### src/xcpf_pkg.sv
package xcpf_pkg;

  localparam int XCPF_QUEUE_DEPTH = 4;

  localparam logic [1:0] REG_START_MARKER  = 2'd0;
  localparam logic [1:0] REG_END_MARKER    = 2'd1;
  localparam logic [1:0] REG_SEQUENCE_MODE = 2'd2;

  localparam logic OP_HEADER  = 1'b0;
  localparam logic OP_PAYLOAD = 1'b1;

  typedef enum logic [1:0] {
    JOB_STRAY,
    JOB_HEADER,
    JOB_DATA
  } job_kind_t;

  // first: payload length for a header, data byte for a payload job
  typedef struct packed {
    job_kind_t   kind;
    logic        err;
    logic        with_seq;
    logic        fin;
    logic [7:0]  first;
    logic [7:0]  seq;
    logic [7:0]  cmd;
    logic [7:0]  csum;
  } job_t;

endpackage

### src/xcpf_queue.sv
module xcpf_queue #(
  parameter int DEPTH = xcpf_pkg::XCPF_QUEUE_DEPTH
) (
  input  logic           clk,
  input  logic           rst,
  input  logic           push,
  input  xcpf_pkg::job_t din,
  output logic           full,
  input  logic           pop,
  output xcpf_pkg::job_t dout,
  output logic           empty
);
  import xcpf_pkg::*;

  localparam int PW = (DEPTH > 1) ? $clog2(DEPTH) : 1;
  localparam int CW = $clog2(DEPTH + 1);

  job_t          mem [DEPTH];
  logic [PW-1:0] wr_ptr;
  logic [PW-1:0] rd_ptr;
  logic [CW-1:0] count;

  assign full  = (count == CW'(DEPTH));
  assign empty = (count == '0);
  assign dout  = mem[rd_ptr];

  always_ff @(posedge clk) begin
    if (push) begin
      mem[wr_ptr] <= din;
    end
  end

  always_ff @(posedge clk) begin
    if (rst) begin
      wr_ptr <= '0;
      rd_ptr <= '0;
      count  <= '0;
    end else begin
      if (push) begin
        wr_ptr <= (wr_ptr == PW'(DEPTH - 1)) ? '0 : wr_ptr + 1'b1;
      end
      if (pop) begin
        rd_ptr <= (rd_ptr == PW'(DEPTH - 1)) ? '0 : rd_ptr + 1'b1;
      end
      case ({push, pop})
        2'b10:   count <= count + 1'b1;
        2'b01:   count <= count - 1'b1;
        default: count <= count;
      endcase
    end
  end

  a_no_push_full: assert property (@(posedge clk) disable iff (rst) push |-> !full)
    else $error("queue written while full");
  a_no_pop_empty: assert property (@(posedge clk) disable iff (rst) pop |-> !empty)
    else $error("queue read while empty");

endmodule

### src/xcpf_front.sv
module xcpf_front (
  input  logic           clk,
  input  logic           rst,
  input  logic           in_valid,
  output logic           in_ready,
  input  logic           op,
  input  logic [7:0]     payload_length,
  input  logic [7:0]     command,
  input  logic [7:0]     data_byte,
  input  logic           sequence_mode,
  input  logic           q_full,
  output logic           q_push,
  output xcpf_pkg::job_t q_din
);
  import xcpf_pkg::*;

  logic [7:0] sequence_counter;
  logic [7:0] running_checksum;
  logic [7:0] bytes_remaining;
  logic       packet_open;

  logic       accept;
  logic [7:0] seq_term;
  logic [7:0] csum_next;

  assign in_ready = !q_full;
  assign accept   = in_valid && !q_full;
  assign q_push   = accept;
  assign seq_term = sequence_mode ? sequence_counter : 8'd0;

  always_comb begin
    csum_next      = running_checksum;
    q_din          = '0;
    q_din.seq      = sequence_counter;
    q_din.cmd      = command;
    q_din.with_seq = sequence_mode;
    if (op == OP_PAYLOAD) begin
      if (!packet_open) begin
        q_din.kind = JOB_STRAY;
        q_din.err  = 1'b1;
      end else begin
        csum_next   = running_checksum ^ data_byte;
        q_din.kind  = JOB_DATA;
        q_din.first = data_byte;
        q_din.fin   = (bytes_remaining == 8'd1);
      end
    end else begin
      csum_next   = payload_length ^ seq_term ^ command;
      q_din.kind  = JOB_HEADER;
      q_din.err   = packet_open;
      q_din.first = payload_length;
      q_din.fin   = (payload_length == 8'd0);
    end
    q_din.csum = csum_next;
  end

  always_ff @(posedge clk) begin
    if (rst) begin
      sequence_counter <= '0;
      running_checksum <= '0;
      bytes_remaining  <= '0;
      packet_open      <= 1'b0;
    end else if (accept) begin
      if (op == OP_PAYLOAD) begin
        if (packet_open) begin
          running_checksum <= csum_next;
          bytes_remaining  <= bytes_remaining - 1'b1;
          packet_open      <= (bytes_remaining != 8'd1);
        end
      end else begin
        running_checksum <= csum_next;
        bytes_remaining  <= payload_length;
        packet_open      <= (payload_length != 8'd0);
        if (sequence_mode) begin
          sequence_counter <= sequence_counter + 1'b1;
        end
      end
    end
  end

  a_close_on_last: assert property (@(posedge clk) disable iff (rst)
    (accept && op == OP_PAYLOAD && packet_open && bytes_remaining == 8'd1) |=> !packet_open)
    else $error("packet still open after its last payload byte");

endmodule

### src/xcpf_back.sv
module xcpf_back (
  input  logic           clk,
  input  logic           rst,
  input  logic           q_empty,
  input  xcpf_pkg::job_t q_dout,
  output logic           q_pop,
  input  logic [7:0]     start_marker,
  input  logic [7:0]     end_marker,
  output logic           m_axis_tvalid,
  input  logic           m_axis_tready,
  output logic [7:0]     m_axis_tdata,
  output logic           m_axis_tlast,
  output logic           m_axis_tuser
);
  import xcpf_pkg::*;

  typedef enum logic [2:0] {
    SL_START,
    SL_LEN,
    SL_SEQ,
    SL_CMD,
    SL_DATA,
    SL_CSUM,
    SL_END,
    SL_STRAY
  } slot_t;

  slot_t      slot;
  slot_t      cur;
  slot_t      slot_next;
  logic       busy;
  logic       emit;
  logic       done;
  logic [7:0] byte_out;

  assign emit  = !q_empty && (!m_axis_tvalid || m_axis_tready);
  assign q_pop = emit && done;

  always_comb begin
    if (busy) begin
      cur = slot;
    end else begin
      case (q_dout.kind)
        JOB_HEADER: cur = SL_START;
        JOB_DATA:   cur = SL_DATA;
        default:    cur = SL_STRAY;
      endcase
    end
  end

  always_comb begin
    byte_out  = 8'd0;
    slot_next = SL_START;
    done      = 1'b0;
    case (cur)
      SL_START: begin
        byte_out  = start_marker;
        slot_next = SL_LEN;
      end
      SL_LEN: begin
        byte_out  = q_dout.first;
        slot_next = q_dout.with_seq ? SL_SEQ : SL_CMD;
      end
      SL_SEQ: begin
        byte_out  = q_dout.seq;
        slot_next = SL_CMD;
      end
      SL_CMD: begin
        byte_out  = q_dout.cmd;
        slot_next = SL_CSUM;
        done      = !q_dout.fin;
      end
      SL_DATA: begin
        byte_out  = q_dout.first;
        slot_next = SL_CSUM;
        done      = !q_dout.fin;
      end
      SL_CSUM: begin
        byte_out  = q_dout.csum;
        slot_next = SL_END;
      end
      SL_END: begin
        byte_out = end_marker;
        done     = 1'b1;
      end
      default: begin
        byte_out = 8'd0;
        done     = 1'b1;
      end
    endcase
  end

  always_ff @(posedge clk) begin
    if (rst) begin
      m_axis_tvalid <= 1'b0;
      busy          <= 1'b0;
      slot          <= SL_START;
    end else begin
      if (emit) begin
        m_axis_tvalid <= 1'b1;
        m_axis_tdata  <= byte_out;
        m_axis_tlast  <= done;
        m_axis_tuser  <= q_dout.err;
        busy          <= !done;
        slot          <= slot_next;
      end else if (m_axis_tready) begin
        m_axis_tvalid <= 1'b0;
      end
    end
  end

  a_stray_flagged: assert property (@(posedge clk) disable iff (rst)
    (emit && cur == SL_STRAY) |=> (m_axis_tvalid && m_axis_tlast && m_axis_tuser))
    else $error("stray payload byte not flagged as a single error transaction");
  a_end_is_last: assert property (@(posedge clk) disable iff (rst)
    (emit && cur == SL_END) |-> q_pop)
    else $error("end marker without releasing its job");

endmodule

### src/xor_checksum_packet_framer_unit.sv
// Byte packet framer with XOR checksum. A header transaction (tuser 0) emits start marker,
// length, sequence byte (sequence mode only) and command, then checksum and end marker if
// the length is zero; a payload transaction (tuser 1) emits its byte, then checksum and end
// marker on the final byte; a payload byte with no packet open emits one zero byte flagged
// as error. The output stream carries one byte per cycle while tready is high and a job is
// queued; a payload item produces 1 to 3 bytes and a header 3 to 6. Inputs are taken one
// per cycle while the job queue (QUEUE_DEPTH entries) between the input classifier and the
// byte sequencer has room; tready drops when it fills.
module xor_checksum_packet_framer_unit #(
  parameter int QUEUE_DEPTH = xcpf_pkg::XCPF_QUEUE_DEPTH
) (
  input  logic        clk,
  input  logic        rst,
  input  logic        s_axis_tvalid,
  output logic        s_axis_tready,
  input  logic [23:0] s_axis_tdata,  // payload_length[7:0], command[15:8], data_byte[23:16]
  input  logic        s_axis_tuser,  // op
  output logic        m_axis_tvalid,
  input  logic        m_axis_tready,
  output logic [7:0]  m_axis_tdata,  // out_byte
  output logic        m_axis_tlast,
  output logic        m_axis_tuser,  // error
  input  logic        cfg_valid,
  output logic        cfg_ready,
  input  logic [1:0]  cfg_index,
  input  logic [7:0]  cfg_data
);
  import xcpf_pkg::*;

  logic [7:0] start_marker;
  logic [7:0] end_marker;
  logic       sequence_mode;

  logic       q_push;
  logic       q_pop;
  logic       q_full;
  logic       q_empty;
  job_t       q_din;
  job_t       q_dout;

  assign cfg_ready = 1'b1;

  always_ff @(posedge clk) begin
    if (rst) begin
      start_marker  <= 8'd170;
      end_marker    <= 8'd85;
      sequence_mode <= 1'b1;
    end else if (cfg_valid) begin
      case (cfg_index)
        REG_START_MARKER:  start_marker  <= cfg_data;
        REG_END_MARKER:    end_marker    <= cfg_data;
        REG_SEQUENCE_MODE: sequence_mode <= cfg_data[0];
        default: ;
      endcase
    end
  end

  xcpf_front u_front (
    .clk            (clk),
    .rst            (rst),
    .in_valid       (s_axis_tvalid),
    .in_ready       (s_axis_tready),
    .op             (s_axis_tuser),
    .payload_length (s_axis_tdata[7:0]),
    .command        (s_axis_tdata[15:8]),
    .data_byte      (s_axis_tdata[23:16]),
    .sequence_mode  (sequence_mode),
    .q_full         (q_full),
    .q_push         (q_push),
    .q_din          (q_din)
  );

  xcpf_queue #(
    .DEPTH (QUEUE_DEPTH)
  ) u_queue (
    .clk   (clk),
    .rst   (rst),
    .push  (q_push),
    .din   (q_din),
    .full  (q_full),
    .pop   (q_pop),
    .dout  (q_dout),
    .empty (q_empty)
  );

  xcpf_back u_back (
    .clk           (clk),
    .rst           (rst),
    .q_empty       (q_empty),
    .q_dout        (q_dout),
    .q_pop         (q_pop),
    .start_marker  (start_marker),
    .end_marker    (end_marker),
    .m_axis_tvalid (m_axis_tvalid),
    .m_axis_tready (m_axis_tready),
    .m_axis_tdata  (m_axis_tdata),
    .m_axis_tlast  (m_axis_tlast),
    .m_axis_tuser  (m_axis_tuser)
  );

endmodule
### config.mk
export PLATFORM = sky130hd
export DESIGN_NAME = xor_checksum_packet_framer_unit
export DESIGN_NICKNAME = d
export VERILOG_FILES = /design/src/xcpf_pkg.sv /design/src/xcpf_queue.sv /design/src/xcpf_front.sv /design/src/xcpf_back.sv /design/src/xor_checksum_packet_framer_unit.sv
export SDC_FILE = /design/constraint.sdc
export NUM_CORES = 1
export LEC_CHECK = 0
export ABC_AREA = 1
export BUFFER_PORTS_ARGS = -buffer_cell sky130_fd_sc_hd__buf_2
export CAP_MARGIN = 30
export CORE_MARGIN = 3
export CORE_UTILIZATION = 35
export DETAILED_ROUTE_END_ITERATION = 10
export PLACE_DENSITY = 0.52
export SLEW_MARGIN = 40
export SYNTH_ARGS = -nofsm -noshare
export SYNTH_HDL_FRONTEND = slang
export SYNTH_SLANG_ARGS = --single-unit
### constraint.sdc
create_clock -name clk -period 3.6 [get_ports clk]
set_clock_uncertainty 0.1 [all_clocks]
set_input_delay 0.36 -clock clk [delete_from_list [all_inputs] [get_ports clk]]
set_output_delay 0.36 -clock clk [all_outputs]
set_load 0.005 [all_outputs]
==> results of run 1 <==
==> worst min path at each step <==
stage / startpoint / endpoint / slack [ns] / depth (start not counted)
after global routing: s_axis_tdata[15] / u_queue.mem[1][15] / 0.02 / 1
after CTS: s_axis_tdata[13] / u_queue.mem[3][13] / 0.004 / 1
after detailed placement: end_marker[2] / end_marker[2] / 0.35 / 2
after global placement: end_marker[2] / end_marker[2] / 0.35 / 2
after floorplan: end_marker[2] / end_marker[2] / 0.33 / 2
final: cfg_data[2] / end_marker[2] / 0.02 / 3
==> logic make-up (layout without fill, tap and decap cells) <==
family,after synthesis,after routing,share of synthesized area [%]
AO/OA/AOI/OAI,209,209,11.9
flip-flops,214,214,61.9
buffers and inverters,120,192,5.74
AND/OR/NAND/NOR,361,361,16.6
other,1,1,0.0396
adder cells (fa/ha/maj),14,14,1.93
XOR/XNOR,21,21,1.94
==> final cells by class <==
cell class              count  share of cell area (%)
clock inverters             8                    1.26
flip-flops and latches    214                    53.6
well taps                 335                    3.83
clock buffers              35                    6.34
repair buffers             71                    3.89
multi-input cells         606                    28.3
inverters                  78                    2.72
==> worst min-delay path, delay by kind of cell <==
family | cells | cell delay, ns
AND/OR/NAND/NOR | 2 | 0.12
buffers and inverters | 1 | 0.10
==> stage by stage <==
stage | std cells | worst slack [ns] | hold WS, ns | util (%)
6_report | 1347 | 0.587 | 0.0177 | 41.5
5_1_grt | 1347 | 0.209 | 0.0165 | 41.5
4_1_cts | 1347 | 0.569 | 0.00399 | 41.5
3_5_place_dp | 1296 | 0.576 | 0.352 | 38.1
3_3_place_gp | 1296 | 0.605 | 0.345 | 38.1
2_1_floorplan | 940 | 0.494 | 0.329 | -
==> registers in the layout, indices dropped and copies added (netlist names), 8 cells and up, named ones only <==
name / cells
u_front.running_checksum: 8
end_marker: 8
u_back.m_axis_tdata: 8
u_front.bytes_remaining: 8
u_front.sequence_counter: 8
u_queue.mem: 148
start_marker: 8
==> routing by layer <==
metal  track usage (%)  vias to the layer above  wire (um)
met5                 0                        -          0
met4              3.28                        0        311
met3              2.66                       25       1490
met2              25.0                      196      10300
met1              25.5                     3124      12100
li1                  -                     3309          -
==> report_power, final <==
part | leakage [nW] | switching (W) | total (W) | internal, W
clock network | 0.405 | 0.000941 | 0.00256 | 0.00161
registers | 1.93 | 0.000138 | 0.00317 | 0.00303
logic | 1.90 | 0.00153 | 0.00221 | 0.000676
total | 4.24 | 0.00261 | 0.00793 | 0.00532
==> placed cells by master (no fill, tap or decap), types with 7 or more instances in the layout <==
| cell | instances |
|---|---|
| nor2_1 | 131 |
| dfxtp_1 | 55 |
| clkbuf_16 | 25 |
| o21ai_0 | 118 |
| nand2_1 | 157 |
| xnor2_1 | 9 |
| o22ai_1 | 19 |
| a21oi_1 | 51 |
| ha_1 | 13 |
| clkbuf_1 | 7 |
| edfxtp_1 | 158 |
| buf_4 | 12 |
| inv_1 | 71 |
| dlygate4sd3_1 | 8 |
| xor2_1 | 12 |
| buf_2 | 51 |
| nand3_1 | 30 |
==> metrics, run 1 <==
synth-to-layout area growth 15.4%; Initial Util 36.0%; Layout fillers 2,548; Cell Rows 59; crit path max fanout 9; status finished clean; die height 171 um; Synth area leaders edfxtp_1 (50%), dfxtp_1 (12%), o21ai_0 (6.2%); cell with the most instances after synthesis edfxtp_1; CTS tree done; max frequency 332 MHz; clock transition at the registers of the reported paths 0.06 ns; fin crit period 3.01 ns; Slew Viols, Final 0; pin count of the biggest net entering global routing 67; Critical Path, Cell by Cell inv_2, nand2_1, a32o_1, ha_1, nand2_4, nand3_4, nand2_4, nand3_2, nand3_4, inv_1, ha_1, fa_1, a21oi_1, o21ai_0, o21ai_0, a21oi_1; Synth Warn # 0; Resize count post-CTS 0; Buf/Inv on CP 2; register bit total from synthesis 214; top-area cell type share of the netlist area 50.1%; Chip Width 171 um; Worst R2R Path Depth 16; number of synthesized flops with an enable pin 158; Hold Vio Cnt, Final 0; Async S/R FF share, synth 0%; drt pass-1 iters 5; DRT iter0 DRCs 643; Post-DP Area 0.0100 mm2; Crit Path Class reg -> reg; CP max-delay cell fa_1; Sum Neg Setup Slack 0 ns; Die Area 0.0291 mm2; crit path launch type flip-flop; fin crit share 83.7%; initial antenna violation count 0; vias in the first global route 6,168; Hold Path Class in -> reg; All-Layer GR Usage 16.6%; RR Endpoint u_queue.count[2]; Final Power 0.00793 W; number of buffers created by CTS 24; post-route cell area 0.0109 mm2; synthesized area 0.00948 mm2; drt wl/cell 18.0 um; crit end category flip-flop; register area share after synthesis 61.9%; Pwr Density 725 mW/mm2; worst slew pin tran 0.897 ns; CP Capture Point u_queue.count[2]; I/O pin count 53; VDD IR max 0.300 mV; Multi-input gate area 0.00310 mm2; CP Data Arrival Time 3.29 ns; Commonest cells post-synth edfxtp_1 (158), nand2_1 (157), nor2_1 (135); Worst Path Required 3.88 ns; share of cells above drive strength 1 13.4%; Register-to-Register Setup Slack 0.59 ns; CP max stage delay 0.44 ns; Finish-stage setup viols 0; Clock Root Buffer clkbuf_16; number of max-cap violations 0; Reg area 0.00587 mm2; WP depth 16; Core ar. 0.0264 mm2; PortBufs 51; RSZ-0062 raised after global routing false; hold_buf cts 8; H-tree lvl count 1; Clock Latency Late Sink 0.51 ns; GRT overflow 0; NumNets Final 1,049; Post-CTS Setup Inserts 0; vias per cell 4.94; total number of vias 6,654; # clock sinks 214; Cells after Synth 940; ANT nets after route 0; ys flop type edfxtp_1; largest area contributor in the netlist edfxtp_1; relative max-transition margin 39.6%; Mapped Nets 994; Avg Inst Size Synth 10.1 um2; Leakage 4.24 nW; gpl congestion 0.802; ant diodes 0; post-detail-place hpwl 15.5 mm; critical path's top delay family adder cells; CTS max path bufs 3; Total Wirelength 24.2 mm; first-pass GRT wire length 37.1 mm; synth unique cells 48; DRC Markers 0
(Power assumes the default switching activity.)
==> run 2, diff against run 1 <==
--- a/config.mk
+++ b/config.mk
@@ -11,7 +11,7 @@
 export CORE_MARGIN = 3
 export CORE_UTILIZATION = 35
 export DETAILED_ROUTE_END_ITERATION = 10
-export PLACE_DENSITY = 0.52
+export PLACE_DENSITY = 0.53
 export SLEW_MARGIN = 40
 export SYNTH_ARGS = -nofsm -noshare
 export SYNTH_HDL_FRONTEND = slang
==> constraint.sdc (replaced) <==
create_clock -name clk -period 2.59 [get_ports clk]
set_clock_uncertainty 0.1 [all_clocks]
set_input_delay 0.259 -clock clk [delete_from_list [all_inputs] [get_ports clk]]
set_output_delay 0.259 -clock clk [all_outputs]
set_load 0.005 [all_outputs]
==> run 2 against run 1 <==
Setup slack worse by 0.59 ns. Clock power is 17% higher. Sequential cell count stayed put. The run now ends with setup timing left. Sequential power is 39% higher. Design area is 2.9% higher. Critical endpoint unchanged.
==> metrics, run 2 (synthesis gave the netlist of run 1 again) <==
Top Layer Used met4; Chip Width 171 um (unchanged); vias in the first global route 6,574 (+6.6%); commonest non-fill, non-tap cell in the layout edfxtp_1; Total Wirelength 24.5 mm (+1.2%); first-pass GRT wire length 38.0 mm (+2.4%); Clock Root Buffer clkbuf_16; worst slew pin tran 0.530 ns (-0.366 ns); drt wl/cell 17.6 um (-1.8%); Layout fillers 2,554 (+0.24%); Pwr Density 973 mW/mm2 (+34%); PortBufs 51 (unchanged); Worst Path Required 2.88 ns (-1.00 ns); number of max-cap violations 0 (unchanged); Register-to-Register Setup Slack -0.007 ns (-0.59 ns); Reg with most FFs u_queue.mem; # clock sinks 214 (unchanged); relative max-transition margin 64.3% (+25 points); setup ws final -0.00689 ns (-0.594 ns); DRC Markers 0 (unchanged); failing checks setup timing; most frequent cells in the layout edfxtp_1 (158), nand2_1 (157), nor2_1 (131), o21ai_0 (113), inv_1 (70); Initial Util 36.0% (unchanged); status finished with violations; Hold Vio Cnt, Final 0 (unchanged); fin crit share 100% (+17 points); pin count of the biggest net entering global routing 45 (-33%); metal3 WL 1.44 mm (-3.2%); vias per cell 4.93 (-0.21%); crit path max fanout 7 (-2); ANT nets after route 0 (unchanged); CTS tree done; All-Layer GR Usage 16.9% (+0.30 points); crit path launch type flip-flop; number of buffers created by CTS 23 (-4.2%); CP max stage delay 0.37 ns (-0.07 ns); Buf/Inv on CP 2 (unchanged); DRT iter0 DRCs 579 (-10%); Sum Neg Setup Slack -0.00689 ns (-0.00689 ns); CTS max path bufs 3 (unchanged); Cell Rows 59 (unchanged); initial antenna violation count 0 (unchanged); post-detail-place hpwl 16.1 mm (+4.0%); total number of vias 6,837 (+2.8%); max frequency 385 MHz (+16%); Finish-stage setup viols 1 (+1); synth-to-layout area growth 18.7%; VDD IR max 0.442 mV (+47%); NumNets Final 1,090 (+3.9%); Crit Path Class reg -> reg; CP Data Arrival Time 2.89 ns (-0.40 ns); H-tree lvl count 1 (unchanged); I/O pin count 53 (unchanged); clock transition at the registers of the reported paths 0.06 ns (about the same); drt pass-1 iters 5 (unchanged); Clock Latency Late Sink 0.51 ns (about the same); GRT overflow 0 (unchanged); fin crit period 2.60 ns (-0.416 ns); met2 routed WL 10.7 mm (+3.7%); Hold Path Class in -> reg; Critical Path, Cell by Cell inv_6, nand2_1, a32o_2, ha_4, nand2_4, nand3_4, nand2_4, nand2_4, nand2_4, nand3_4, inv_2, ha_4, fa_2, a21oi_2, o21ai_2, o21ai_1, a21oi_1; Die Area 0.0291 mm2 (unchanged); crit end category flip-flop; met1 WL 11.9 mm (-1.5%); share of cells above drive strength 1 16.4% (+3.0 points); Slew Viols, Final 0 (unchanged); ant diodes 0 (unchanged); critical path's top delay family adder cells; Core ar. 0.0264 mm2 (unchanged); Leakage 4.39 nW (+3.5%); CP max-delay cell dfxtp_4; Largest register FFs 148 (unchanged); RSZ-0062 raised after global routing true; gpl congestion 0.831 (+3.7%); fin util 42.7% (+1.2 points); most frequent CP cell nand2_4; die height 171 um (unchanged)
## run 2: cell count changes in the layout (fill, tap and decap cells not counted), sizes merged
cell         before  now
buf              63   93
bufinv            4    1
clkbuf           35   27
clkinv            5   13
dlygate4sd3       8   20
inv              77   78
## run 2: path summary, 6_finish.rpt
kind              startpoint              endpoint  depth (start not counted)
max                flip-flop      u_queue.count[2]                         17
min            m_axis_tready  u_back.m_axis_tvalid                          4
max reg2reg        flip-flop      u_queue.count[2]                         17
min reg2reg  start_marker[5]       start_marker[5]                          2
## run 2: area by class of cell
class | instances | area, um2 | share of cell area (%)
clock buffer | 27 | 591 | 5.25
clock inverter | 14 | 91.3 | 0.811
inverter | 78 | 303 | 2.69
multi-input combinational | 606 | 3160 | 28.1
sequential | 214 | 5870 | 52.2
tap | 335 | 419 | 3.72
timing repair buffer | 113 | 821 | 7.29
## run 2: where the power goes
group / switching (W) / total (W) / leakage [nW] / internal [W]
Sequential: 0.000184 / 0.00440 / 1.93 / 0.00421
Combinational: 0.00226 / 0.00356 / 2.12 / 0.00130
Clock: 0.00128 / 0.00300 / 0.340 / 0.00172
## run 2: repair_timing
item / CTS / global route
pin swaps: 0 / 1
buffers inserted: 1 / 2
endpoints found under the setup margin: 2 / 2
resized for setup: 5 / 4
hold buffers: 20 / 0
endpoints found under the hold margin: 51 / 0
## run 2: layer usage
layer  vias to the layer above  track usage [%]
li1                       3388                -
met1                      3233             24.7
met2                       185             26.5
met3                        31             2.93
met4                         0             3.53
met5                         -                0
## run 2: stage by stage
step,hold slack (ns),setup slack [ns],area [um2],power (W),instances
2_1_floorplan,0.258,-0.268,9550,0.00673,940
3_3_place_gp,0.340,-0.0584,10300,0.00793,1323
3_5_place_dp,0.347,-0.167,10300,0.00795,1323
4_1_cts,0.0275,-0.0548,11200,0.0110,1385
5_1_grt,0.0569,-0.106,11300,0.0116,1387
6_report,0.0298,-0.00689,11300,0.0110,1387
## run 2: worst register-to-register path: stages (launching register included)
cell     delay [ns]
dfxtp_4        0.37
inv_6          0.07
nand2_1        0.05
a32o_2         0.27
ha_4           0.28
nand2_4        0.07
nand3_4        0.08
nand2_4        0.07
nand2_4        0.07
nand2_4        0.05
nand3_4        0.07
inv_2          0.05
ha_4           0.15
fa_2           0.36
a21oi_2        0.14
o21ai_2        0.07
o21ai_1        0.12
a21oi_1        0.05
